File: config.mk
export PLATFORM = sky130hd
export DESIGN_NAME = lsp2xy_cell
export DESIGN_NICKNAME = d
export VERILOG_FILES = /design/src/hdl/lsp2xy_pkg.sv /design/src/hdl/lsp2xy_cell.sv
export SDC_FILE = /design/constraint.sdc
export NUM_CORES = 1
export LEC_CHECK = 0
export ABC_CLOCK_PERIOD_IN_PS = 4900
export CORE_MARGIN = 2
export CORE_UTILIZATION = 35
export CTS_CLUSTER_SIZE = 8
export DETAILED_ROUTE_END_ITERATION = 7
export DONT_BUFFER_PORTS = 1
export GPL_TIMING_DRIVEN = 0
export MAX_ROUTING_LAYER = met4
export RECOVER_POWER = 100
export SYNTH_ARGS = -nofsm -noshare
export SYNTH_HDL_FRONTEND = slang
export SYNTH_SLANG_ARGS = --single-unit
File: constraint.sdc
create_clock -name clk -period 4.9 [get_ports clk]
set_clock_uncertainty 0.1 [all_clocks]
set_input_delay 0.245 -clock clk [delete_from_list [all_inputs] [get_ports clk]]
set_output_delay 0.245 -clock clk [all_outputs]
set_load 0.05 [all_outputs]
File: src/hdl/lsp2xy_pkg.sv
package lsp2xy_pkg;

	localparam int RANGE_W = 20;
	localparam int INDEX_W = 12;
	localparam int ANGLE_W = 16;
	localparam int COORD_W = 21;
	localparam int GAIN_W = 30;
	localparam int MAG_W = RANGE_W + GAIN_W;
	localparam int VEC_W = 54;
	localparam int Z_W = 33;
	localparam int FRAC_W = 30;
	localparam int ROUND_W = VEC_W - FRAC_W;

	localparam int REG_IDX_W = 2;
	localparam int CFG_DATA_W = 20;
	localparam logic [REG_IDX_W-1:0] REG_START_ANGLE = 2'd0;
	localparam logic [REG_IDX_W-1:0] REG_ANGLE_STEP = 2'd1;
	localparam logic [REG_IDX_W-1:0] REG_MAX_RANGE = 2'd2;

	localparam logic [ANGLE_W-1:0] START_ANGLE_RST = 16'd0;
	localparam logic [ANGLE_W-1:0] ANGLE_STEP_RST = 16'd16;
	localparam logic [RANGE_W-1:0] MAX_RANGE_RST = 20'hFFFFF;

	localparam int STAGE_MIN = 8;
	localparam int STAGE_MAX = 24;

	localparam logic signed [VEC_W-1:0] HALF_LSB = VEC_W'(1) << (FRAC_W - 1);
	localparam logic signed [ROUND_W-1:0] OUT_LIMIT = ROUND_W'(1048575);

	localparam logic [31:0] ATAN_TURN32 [STAGE_MAX] = '{
		32'd536870912, 32'd316933406, 32'd167458907, 32'd85004756,
		32'd42667331, 32'd21354465, 32'd10679838, 32'd5340245,
		32'd2670163, 32'd1335087, 32'd667544, 32'd333772,
		32'd166886, 32'd83443, 32'd41722, 32'd20861,
		32'd10430, 32'd5215, 32'd2608, 32'd1304,
		32'd652, 32'd326, 32'd163, 32'd81
	};

	localparam logic [GAIN_W-1:0] INV_GAIN_Q30 [STAGE_MAX-STAGE_MIN+1] = '{
		30'd652039507, 30'd652034532, 30'd652033289, 30'd652032978,
		30'd652032900, 30'd652032881, 30'd652032876, 30'd652032875,
		30'd652032874, 30'd652032874, 30'd652032874, 30'd652032874,
		30'd652032874, 30'd652032874, 30'd652032874, 30'd652032874,
		30'd652032874
	};

	typedef struct packed {
		logic signed [VEC_W-1:0] x;
		logic signed [VEC_W-1:0] y;
		logic signed [Z_W-1:0] z;
		logic [INDEX_W-1:0] idx;
	} vec_t;

endpackage

File: src/hdl/lsp2xy_cell.sv
module lsp2xy_cell #(
	parameter int STAGE = 0
) (
	input  logic clk,
	input  logic arst_n,
	input  logic up_valid,
	output logic up_ready,
	input  lsp2xy_pkg::vec_t up_data,
	output logic dn_valid,
	input  logic dn_ready,
	output lsp2xy_pkg::vec_t dn_data
);

	localparam logic signed [lsp2xy_pkg::Z_W-1:0] ATAN =
		{1'b0, lsp2xy_pkg::ATAN_TURN32[STAGE]};

	logic valid_q;
	logic dir;
	logic signed [lsp2xy_pkg::VEC_W-1:0] dx, dy;
	lsp2xy_pkg::vec_t data_q;

	assign up_ready = !valid_q || dn_ready;
	assign dir = !up_data.z[lsp2xy_pkg::Z_W-1];
	assign dx = up_data.y >>> STAGE;
	assign dy = up_data.x >>> STAGE;

	always_ff @(posedge clk or negedge arst_n) begin
		if (!arst_n) begin
			valid_q <= 1'b0;
		end else if (up_ready) begin
			valid_q <= up_valid;
		end
	end

	always_ff @(posedge clk) begin
		if (up_ready) begin
			data_q.idx <= up_data.idx;
			if (dir) begin
				data_q.x <= up_data.x - dx;
				data_q.y <= up_data.y + dy;
				data_q.z <= up_data.z - ATAN;
			end else begin
				data_q.x <= up_data.x + dx;
				data_q.y <= up_data.y - dy;
				data_q.z <= up_data.z + ATAN;
			end
		end
	end

	assign dn_valid = valid_q;
	assign dn_data = data_q;

endmodule

### Word level (Yosys, flattened, before mapping)

Cells that the tools add are included.

| storage, ports and cells | value |
|---|---|
| flip-flop bits (word level) | 154 |
| bits of input ports | 157 |
| output and inout bits | 155 |
| logic and storage cells | 13 |

| operators by class | value |
|---|---|
| $add $sub $neg | 5 |
| muxes and demuxes | 1 |
| reduce and logical (&&, ||, !) cells | 2 |

Operator list:

| kind | count |
|---|---|
| $mux 141 | 1 |
| $sub 54x54->54 | 2 |
| $add 54x54->54 | 1 |
| $add 33x31->33 const B | 1 |
| $sub 33x31->33 const B | 1 |
| $logic_not 1->1 | 1 |
| $logic_or 1x1->1 | 1 |

### Logic depth before layout (Yosys ltp)

Gate-level depths: netlist of the first run.

| depth | value |
|---|---|
| depth after elaboration | 2 |
| mapped depth | 13 |
| gate-level depth less buffers | 12 |

### Least setup slack after synthesis of the first run

OpenSTA, ideal clock, no wires.

| timing path | value |
|---|---|
| kind | reg2reg |
| from | reg valid_q, in the netlist dn_valid |
| to | reg data_q, in the netlist dn_data[0] (enable) |
| library setup time | 0.557 ns |
| data arrival time | 4.442 ns |
| required time | 4.243 ns |
| setup slack | -0.199 ns |
| stages on the path, launching flop included | 2 |
| path buffers | 0 |
| clock period less this slack | 5.099 ns |
| cell sequence | dfrtp_1 > nand2b_1 |

| on the way | value |
|---|---|
| longest elaborated chain between the ends | 2 |

Ends and longest elaborated chain:

| item | line | source |
|---|---|---|
| start: declaration | lsp2xy_cell.sv:17 | `logic valid_q;` |
| start signal: assignment | lsp2xy_cell.sv:31 | `valid_q <= up_valid;` |
| $logic_not 1->1 | lsp2xy_cell.sv:22 | `assign up_ready = !valid_q \|\| dn_ready;` |
| $logic_or 1x1->1 | lsp2xy_cell.sv:22 |  |
| net up_ready | lsp2xy_cell.sv:7 | `output logic up_ready,` |
| end: declaration | lsp2xy_cell.sv:20 | `lsp2xy_pkg::vec_t data_q;` |

The timed path passes the listed nets, and every way through them passes these cells.
A chain may end at the register's enable or synchronous reset.

### Final worst setup path of the first run

| timing path | value |
|---|---|
| from | in up_data[100] (netlist bit) |
| to | reg data_q, in the netlist dn_data[145], data pin |

| on the way | value |
|---|---|
| longest elaborated chain between the ends | 2 |
| elaborated cells on any way between the ends | 3 |
| classes of those cells | 2 x add/sub; 1 x mux |

Ends and longest elaborated chain:

| item | line | source |
|---|---|---|
| start: declaration | lsp2xy_cell.sv:8 | `input lsp2xy_pkg::vec_t up_data,` |
| $sub 54x54->54 / $add 54x54->54 (equally long branches) | lsp2xy_cell.sv:39, lsp2xy_cell.sv:43 |  |
| $mux 141 (*) | lsp2xy_cell.sv:38 | `if (dir) begin` |

Every way passes the cells marked *; elsewhere a longest branch is shown, timed or not.

==> results of run 1 <==
-- metal layers --
metal	wire (um)	part of all wire, %
met1	27770	43
met2	28150	44
met3	5791	9.1
met5	0	0
met4	2271	3.5
-- worst max path at each step --
stage / start / endpoint / depth (start not counted)
6_report: up_data[100] / dn_data[145] / 11
5_1_grt: up_data[100] / dn_data[145] / 11
2_1_floorplan: dn_valid / dn_data[0] / 1
4_1_cts: up_data[99] / dn_data[95] / 12
3_3_place_gp: up_data[52] / dn_data[141] / 11
3_5_place_dp: up_data[52] / dn_data[141] / 11
-- per-stage QoR --
stage / setup WS [ns] / utilization (%)
after floorplan: 1.664 / -
after global placement: 0.3774 / 37.07
after detailed placement: 0.4904 / 37.24
after CTS: 0.7848 / 40.06
after global routing: 0.2184 / 39.88
final: 0.3290 / 39.88
-- repair_timing --
item | in CTS | in global routing
setup endpoints to repair | 0 | 0
endpoints found under the hold margin | 50 | 0
hold buffers | 52 | 0
setup buffers | 0 | 0
-- worst max-delay path, stage by stage --
cell and delay [ns]:
dlygate4sd3_1 0.62, fa_1 0.25, nand2b_1 0.11, a221oi_1 0.47, o2bb2ai_1 0.29, o31a_1 0.50
nor4_1 0.59, nor2_1 0.22, o21ai_0 0.87, a21oi_1 0.32, xnor2_1 0.22
-- Yosys cell counts (5+ instances only) --
master     instances
a2111oi_0          6
a211o_1            5
a211oi_1          17
a21boi_0           6
a21o_1            35
a21oi_1          232
a221oi_1          13
a22oi_1            6
a31oi_1           14
a41oi_1            5
and3_1             8
buf_1             14
clkbuf_1          59
edfxtp_1         152
ha_1             161
inv_1            168
mux2i_1           16
nand2_1          100
nand2b_1          22
nand3_1           20
nand4_1           37
nor2_1           133
nor2b_1           18
nor3_1            36
nor4_1            13
o211a_1            8
o211ai_1          20
o21a_1            17
o21ai_0          126
o21ai_1            9
o21bai_1          47
o221ai_1           6
o31a_1            13
o31ai_1           20
or2_2              9
or3_1             12
or4_1             11
xnor2_1           95
xor2_1             6
-- final cells by class --
class                      instances  area, um2  share of cell area (%)
timing repair buffer              55      535.5                   3.194
multi-input combinational       1369       9356                   55.81
clock inverter                    11      185.2                   1.104
sequential                       153       4589                   27.37
tap                              539      674.4                   4.022
clock buffer                      21      480.5                   2.866
buffer                            76      287.8                   1.716
inverter                         175      656.9                   3.918
-- power groups by stage --
stage / Combinational [W] / Sequential, W / Clock, W
6_report: 0.00168 / 0.00255 / 0.00151
5_1_grt: 0.00180 / 0.00256 / 0.00160
4_1_cts: 0.00165 / 0.00255 / 0.00157
3_5_place_dp: 0.00160 / 0.00257 / 0
3_3_place_gp: 0.00159 / 0.00258 / 0
2_1_floorplan: 0.00107 / 0.00254 / 0
-- sequential cells by signal, summed over array words and instances (netlist names) --
register	count
dn_data	152
dn_valid	1
-- logic make-up (layout without fill, tap and decap cells) --
logic type               Yosys count  count (layout)
AND/OR/NAND/NOR                  437             437
flip-flops                       153             153
AO/OA/AOI/OAI                    648             648
multiplexers                      18              18
adder cells (fa/ha/maj)          165             165
buffers and inverters            251             338
XOR/XNOR                         101             101
==> results.tsv, run 1 <==
stage	metric	value	unit
floorplan	core area	42040	um2
critical_path	Critical Path End Type	flip-flop	
critical_path	R2R Setup Slk	1.39	ns
logic_synthesis	Yosys top cell by area	edfxtp_1	
critical_path	Worst Path Arrival	4.72	ns
clock_network	Clock transition at path regs	0.09	ns
logic_synthesis	Synth Area in Compound Gates	27.38	%
final_layout	final std cells w/o fill	2399	
floorplan	initial core utilization	35.46	%
floorplan	Die Area	44260	um2
power_and_ir_drop	NetSw	0.002539	W
route	WL final	63980	um
worst_hold_path	hold path depth	2	
grt	vias in the first global route	14110	
logic_synthesis	Cell variety after synth	77	
logic_synthesis	post-synthesis adder-cell area fraction	14.05	%
clock_network	H-tree Lvls	4	
logic_synthesis	ys flop type	edfxtp_1	
final_layout	Synth-to-Final Area Change	12.45	%
outcome	violated checks	capacitance limit, slew limit	
logic_synthesis	average size of a mapped cell	8.409	um2
floorplan	die height	210.4	um
grt	gr usage total	29.24	%
logic_synthesis	post-synthesis mux area share	1.225	%
logic_synthesis	post-synth top area share	30.61	%
power_and_ir_drop	switching share of total power	44.26	%
critical_path	Reg-to-Reg End	dn_data[121]	
clock_network	CTS tree	yes	
power_and_ir_drop	P_int	0.003199	W
power_and_ir_drop	VDD IR-drop max	231.2	uV
sta	RSZ-0062 raised after global routing	no	
sta	total negative slack	0	ns
sta	Max Clk Rate	218.8	MHz
clock_network	CTS root buffer	clkbuf_16	
route	Routed Antenna Nets	0	
final_layout	layout net count	2169	
placed_design	PortBufs	0	
placed_design	Post-DP HPWL	51120	um
floorplan	IO Pins	312	
clock_network	number of clock sinks	153	
placed_design	Post-Place Cell Area	15650	um2
grt	largest net degree at the start of global routing	72	
grt	first-pass GRT wire length	91990	um
final_layout	share of cells above drive strength 1	3.011	%
sta	Hold WS	0.06273	ns
grt	initial antenna violation count	0	
route	drt initial violations	1611	
route	WL/cell	26.67	um
critical_path	biggest fanout along the worst timing path	5	
critical_path	RR Startpoint	dn_valid	
run	maxcap violations	3	
final_layout	Finished Cell Area	16770	um2
grt	met1 usage	38.36	%
logic_synthesis	Yosys reg bits	153	
power_and_ir_drop	leak pwr	6.653	nW
power_and_ir_drop	Flop pwr share	44.4	%
logic_synthesis	Cell Area, Synth	14910	um2
logic_synthesis	Synth Area in XOR/XNOR	5.933	%
sta	Final Cycle Share	93.29	%
clock_network	Skew-Pair Late Insertion Delay	0.48	ns
route	DRC	0	
floorplan	floorplan row count	75	
clock_network	Longest Clk Path Bufs	2	
logic_synthesis	largest family of logic cells by synthesized area	compound AO/OA/AOI/OAI gates	
grt	met3 Usage GRT	6.690	%
logic_synthesis	sequential-to-total area share from yosys stat	30.78	%
critical_path	Critical Path Source Type	input pin	
logic_synthesis	simple-gate share of the synthesized area	14.27	%
final_layout	most common cell after layout, fill and taps aside	a21oi_1	
route	vias post-DR	14670	
logic_synthesis	asr flop ratio synth	0.6536	%
sta	endpoints failing setup	0	
grt	GRT overflow	0	
sta	Hold Fails Final Rpt	0	
grt	met2 Use GR	43.64	%
power_and_ir_drop	power density cells	342.2	nW/um2
route	drt pass-1 iters	6	
power_and_ir_drop	Final Total Pwr	0.005738	W
critical_path	Worst R2R Path Depth	2	
placed_design	Final Wtd Congestion	0.9822	
worst_hold_path	Hold WC Path Type	in -> reg	
critical_path	Crit Path Class	in -> reg	
sta	Worst slew margin	-17.91	%
power_and_ir_drop	Clk pwr share	26.4	%
worst_hold_path	Worst Min Path Start	up_data[46]	
worst_hold_path	hold path endpoint	dn_data[100]	
outcome	status	finished with violations	
power_and_ir_drop	combinational power share	29.3	%
clock_network	post-CTS sizing	0	
grt	global routing's busiest layer	met2	
final_layout	Filler cells	4334	
sta	Slew @ Worst Pin	1.769	ns
logic_synthesis	Syn. warnings	0	
logic_synthesis	top cells by area, synth	edfxtp_1 31%, ha_1 14%, a21oi_1 7.8%, xnor2_1 5.6%, o21ai_0 4.2%	
critical_path	Req. time, crit path	5.05	ns
sta	minimum clock period	4.571	ns
sta	final max-slew violation count	134	
final_layout	diode count	0	
placed_design	placed insts	2315	
floorplan	die width	210.4	um
clock_network	CTS Buf Count	17	
logic_synthesis	EDFF count, synth	152	
logic_synthesis	Synthesized Nets	2095	
final_layout	commonest non-fill, non-tap cells in the layout	232 x a21oi_1, 169 x inv_1, 161 x ha_1	
logic_synthesis	cell count after synthesis	1773	
route	via/cell ratio	6.115	
(Power assumes the default switching activity.)
==> run 2, diff against run 1 <==
--- a/config.mk
+++ b/config.mk
@@ -13,6 +13,7 @@
 export DONT_BUFFER_PORTS = 1
 export GPL_TIMING_DRIVEN = 0
 export MAX_ROUTING_LAYER = met4
+export PLACE_DENSITY_LB_ADDON = 0.08
 export RECOVER_POWER = 100
 export SYNTH_ARGS = -nofsm -noshare
 export SYNTH_HDL_FRONTEND = slang
==> results.tsv, run 2 (synthesis gave the netlist of run 1 again) <==
stage	metric	value	unit
placed_design	PortBufs	0	
sta	final max-slew violation count	127	
final_layout	diode count	0	
route	via/cell ratio	6.020	
final_layout	Finished Cell Area	16660	um2
power_and_ir_drop	VDD IR-drop max	217.8	uV
clock_network	setup repair bufs after CTS	0	
floorplan	initial core utilization	35.46	%
sta	endpoints failing setup	0	
placed_design	Post-DP HPWL	53890	um
critical_path	Critical Path End Type	flip-flop	
final_layout	Synth-to-Final Area Change	11.75	%
clock_network	CTS root buffer	clkbuf_16	
sta	RSZ-0062 raised after global routing	no	
worst_hold_path	Hold WC Path Type	in -> reg	
critical_path	biggest fanout along the worst timing path	3	
sta	Slew @ Worst Pin	1.792	ns
grt	GRT overflow	0	
route	drt initial violations	1368	
grt	vias in the first global route	14230	
clock_network	hold_buf cts	48	
final_layout	most common cell after layout, fill and taps aside	a21oi_1	
final_layout	layout net count	2164	
route	WL/cell	27.81	um
clock_network	Longest Clk Path Bufs	2	
final_layout	Largest register FFs	152	
clock_network	post-CTS sizing	0	
sta	Worst slew margin	-19.44	%
final_layout	share of cells above drive strength 1	3.127	%
floorplan	floorplan row count	75	
grt	gr usage total	30.34	%
final_layout	Filler cells	4373	
route	DRC	0	
power_and_ir_drop	leak pwr	6.595	nW
sta	total negative slack	0	ns
clock_network	H-tree Lvls	4	
sta	Hold WS	0.01836	ns
floorplan	Die Area	44260	um2
outcome	status	finished with violations	
outcome	violated checks	capacitance limit, slew limit	
final_layout	commonest non-fill, non-tap cells in the layout	232 x a21oi_1, 169 x inv_1, 161 x ha_1	
grt	first-pass GRT wire length	95390	um
floorplan	die height	210.4	um
power_and_ir_drop	power density cells	335.8	nW/um2
placed_design	pre-CTS setup slack	0.3876	ns
critical_path	Critical Path Source Type	input pin	
floorplan	IO Pins	312	
sta	Final Cycle Share	89.68	%
route	drt pass-1 iters	6	
clock_network	CTS Buf Count	17	
grt	largest net degree at the start of global routing	63	
critical_path	Worst Path Arrival	4.53	ns
critical_path	Crit Path Class	in -> reg	
grt	initial antenna violation count	1	
route	WL final	66590	um
run	maxcap violations	4	
sta	setup ws final	0.5056	ns
sta	Hold Fails Final Rpt	0	
clock_network	Skew-Pair Late Insertion Delay	0.48	ns
clock_network	CTS tree	yes	
placed_design	Final Wtd Congestion	1.011	
floorplan	die width	210.4	um
sta	minimum clock period	4.394	ns
critical_path	Req. time, crit path	5.03	ns
route	vias post-DR	14410	
clock_network	Clock transition at path regs	0.08	ns
sta	Max Clk Rate	227.6	MHz
route	Routed Antenna Nets	0	
clock_network	number of clock sinks	153	
placed_design	Post-Place Cell Area	15650	um2
floorplan	core area	42040	um2
-- run 2: cell types whose count changed in the layout (fill, tap and decap cells not counted), sizes merged --
| cell | before | now |
|---|---|---|
| clkinvlp | 1 | 2 |
| clkbuf | 85 | 80 |
| inv | 173 | 180 |
| bufinv | 4 | 0 |
| dlygate4sd3 | 52 | 48 |
-- run 2: layout make-up --
class | count | area, um2 | area share [%]
buffer | 76 | 287.8 | 1.727
clock buffer | 17 | 425.4 | 2.553
clock inverter | 15 | 168.9 | 1.014
inverter | 175 | 656.9 | 3.943
multi-input combinational | 1369 | 9368 | 56.23
sequential | 153 | 4589 | 27.55
tap | 539 | 674.4 | 4.048
timing repair buffer | 50 | 490.5 | 2.944
-- run 2: path summary, 6_finish.rpt --
| path | startpoint | end | slack (ns) | cells after the start |
|---|---|---|---|---|
| worst max-delay path | up_data[99] | dn_data[95] | 0.51 | 12 |
| worst min-delay path | up_data[45] | dn_data[45] | 0.02 | 3 |
| worst max register to register | dn_valid | dn_data[71] | 1.06 | 2 |
| worst min register to register | dn_valid | dn_valid | 1.84 | 2 |
| max in group asynchronous | arst_n | dn_valid | 4.14 | 2 |
| min in group asynchronous | arst_n | dn_valid | 0.45 | 2 |
-- run 2: routing by layer --
layer  wire length (um)  track usage [%]  vias up
li1                   -                -     6598
met1              29300            40.09     6973
met2              29980            46.89      747
met3               5806            6.704       93
met4               1510            8.208        0
met5                  0                -        -
-- run 2: worst max-delay path, stage by stage --
cell and delay (ns):
dlygate4sd3_1 0.55, ha_1 0.22, fa_1 0.40, nand2b_1 0.18, a21oi_1 0.35, o21ai_0 0.21
a21oi_1 0.45, a41oi_1 0.37, o21ai_0 0.80, a2111oi_0 0.26, a311oi_1 0.37, xnor2_1 0.11
-- run 2: metrics by stage --
step                      util, %  cells  total power (W)
after floorplan                 -   1773         0.003605
after global placement      37.07   2312         0.004213
after detailed placement    37.22   2314         0.004188
after CTS                   39.77   2394         0.005608
after global routing        39.63   2394         0.005819
final                       39.63   2394         0.005594
-- run 2: power by group --
part           internal [W]  total (W)  switching, W
logic              0.000539    0.00168       0.00115
clock network      0.000685    0.00136      0.000676
registers           0.00174    0.00255      0.000808
total               0.00296    0.00559       0.00263
==> run 3, diff against run 2 <==
--- a/config.mk
+++ b/config.mk
@@ -7,7 +7,8 @@
 export LEC_CHECK = 0
 export ABC_CLOCK_PERIOD_IN_PS = 4900
 export CORE_MARGIN = 2
-export CORE_UTILIZATION = 35
+export CORE_UTILIZATION = 40
+export CTS_CLUSTER_DIAMETER = 100
 export CTS_CLUSTER_SIZE = 8
 export DETAILED_ROUTE_END_ITERATION = 7
 export DONT_BUFFER_PORTS = 1
==> results.tsv, run 3 (synthesis gave the netlist of run 1 again) <==
stage	metric	value	unit
sta	Worst slew margin	-19.24	%
power_and_ir_drop	VDD IR-drop max	253.8	uV
route	DRC	0	
grt	first-pass GRT wire length	94640	um
critical_path	CP max stage delay	0.88	ns
sta	Final Cycle Share	95.59	%
clock_network	H-tree Lvls	4	
sta	endpoints failing setup	0	
route	WL final	65420	um
clock_network	CTS Buf Count	17	
final_layout	Finished Cell Area	16600	um2
floorplan	initial core utilization	40.63	%
critical_path	Req. time, crit path	4.99	ns
outcome	status	finished with violations	
grt	vias in the first global route	14060	
clock_network	Skew-Pair Late Insertion Delay	0.45	ns
grt	initial antenna violation count	1	
clock_network	Longest Clk Path Bufs	2	
route	vias post-DR	14490	
final_layout	share of cells above drive strength 1	3.125	%
route	drt pass-1 iters	7	
placed_design	Final Wtd Congestion	0.9997	
route	Routed Antenna Nets	0	
grt	gr usage total	34.25	%
critical_path	biggest fanout along the worst timing path	10	
floorplan	die width	197.1	um
clock_network	Clock transition at path regs	0.07	ns
sta	Max Clk Rate	213.5	MHz
power_and_ir_drop	NetSw	0.002623	W
power_and_ir_drop	Flop pwr share	45.2	%
clock_network	setup repair bufs after CTS	0	
sta	Hold WS	0.04387	ns
final_layout	final core utilization	45.22	%
floorplan	Die Area	38830	um2
final_layout	Synth-to-Final Area Change	11.31	%
power_and_ir_drop	P_int	0.003012	W
route	via/cell ratio	6.231	
final_layout	most common cell after layout, fill and taps aside	a21oi_1	
clock_network	CTS root buffer	clkbuf_16	
grt	largest net degree at the start of global routing	64	
outcome	violated checks	capacitance limit, slew limit	
power_and_ir_drop	switching share of total power	46.55	%
critical_path	Worst Path Arrival	4.78	ns
floorplan	core area	36700	um2
sta	final max-slew violation count	63	
floorplan	floorplan row count	70	
placed_design	Post-DP HPWL	52800	um
route	drt initial violations	1529	
sta	RSZ-0062 raised after global routing	no	
sta	Slew @ Worst Pin	1.789	ns
power_and_ir_drop	Clk pwr share	24.9	%
floorplan	IO Pins	312	
route	WL/cell	28.14	um
sta	total negative slack	0	ns
critical_path	Crit Path Class	in -> reg	
grt	GRT overflow	0	
critical_path	Critical Path Source Type	input pin	
power_and_ir_drop	combinational power share	29.8	%
final_layout	Largest register FFs	152	
final_layout	layout net count	2165	
power_and_ir_drop	power density cells	339.6	nW/um2
sta	minimum clock period	4.684	ns
final_layout	commonest non-fill, non-tap cells in the layout	232 x a21oi_1, 169 x inv_1, 161 x ha_1	
placed_design	Post-Place Cell Area	15560	um2
power_and_ir_drop	Final Total Pwr	0.005636	W
sta	Hold Fails Final Rpt	0	
clock_network	number of clock sinks	153	
worst_hold_path	Hold WC Path Type	in -> reg	
clock_network	CTS tree	yes	
final_layout	Filler cells	3677	
critical_path	Slowest cell on crit path	o21ai_0	
critical_path	Critical Path End Type	flip-flop	
placed_design	PortBufs	0	
critical_path	crit-path cells	inv_1 > ha_1 > clkbuf_1 > a221oi_1 > o2bb2ai_1 > o31a_1 > nor4_1 > nor2_1 > o21ai_0 > a21oi_1 > xnor2_1	
floorplan	die height	197.1	um
power_and_ir_drop	leak pwr	6.606	nW
run	maxcap violations	1	
-- run 3: changes by cell type in the layout (fill, tap and decap cells not counted), sizes merged --
cell / change
bufinv: +1
diode: +1
dlygate4sd3: +1
inv: -1
-- run 3: repair_timing --
item	in CTS	in global routing
hold endpoints to repair	47	0
resized for setup	0	0
hold buffers	49	0
-- run 3: area by class of cell --
type,instances,area (um2),area share [%]
Tap cell,468,585.6,3.528
Inverter,175,656.9,3.958
Sequential cell,153,4589,27.65
Multi-Input combinational cell,1369,9368,56.45
Antenna cell,1,2.502,0.01508
Clock buffer,17,425.4,2.563
Clock inverter,15,180.2,1.086
Timing Repair Buffer,51,500.5,3.016
Buffer,76,287.8,1.734
-- run 3: final timing paths --
path	start	end	slack, ns	depth (start not counted)
max in group asynchronous	arst_n	dn_valid	4.06	2
worst min register to register	dn_valid	dn_data[113]	1.99	1
worst min-delay path	up_data[45]	dn_data[45]	0.04	3
min in group asynchronous	arst_n	dn_valid	0.50	2
worst max register to register	dn_valid	dn_data[81]	1.08	2
worst max-delay path	up_data[48]	dn_data[145]	0.22	11
-- run 3: power groups by stage --
| stage | registers, W | clock network, W | logic, W |
|---|---|---|---|
| after floorplan | 0.00254 | 0 | 0.00107 |
| after CTS | 0.00255 | 0.00143 | 0.00165 |
| after detailed placement | 0.00257 | 0 | 0.00160 |
| after global placement | 0.00259 | 0 | 0.00161 |
| after global routing | 0.00257 | 0.00148 | 0.00181 |
| final | 0.00255 | 0.00141 | 0.00168 |
-- run 3: critical path: cells and delay by family --
family                   cells  cell delay (ns)
AO/OA/AOI/OAI                5             2.56
adder cells (fa/ha/maj)      1             0.27
buffers and inverters        2             0.29
AND/OR/NAND/NOR              2             0.91
XOR/XNOR                     1             0.49
-- run 3: per-layer routing --
metal | track usage, % | vias up | routed length (um) | share of wire, %
met5 | - | - | 0 | 0
met2 | 53.07 | 791 | 29380 | 45
met1 | 44.85 | 6954 | 28090 | 43
met3 | 7.017 | 123 | 5910 | 9.0
met4 | 11.06 | 0 | 2044 | 3.1
li1 | - | 6618 | - | -
-- run 3: stage by stage --
| stage | std cells | setup WS, ns |
|---|---|---|
| floorplan | 1773 | 1.664 |
| finish | 2325 | 0.2161 |
| global route | 2325 | 0.1788 |
| CTS | 2324 | 0.4390 |
| detailed placement | 2243 | 0.08097 |
| global placement | 2241 | 0.07485 |
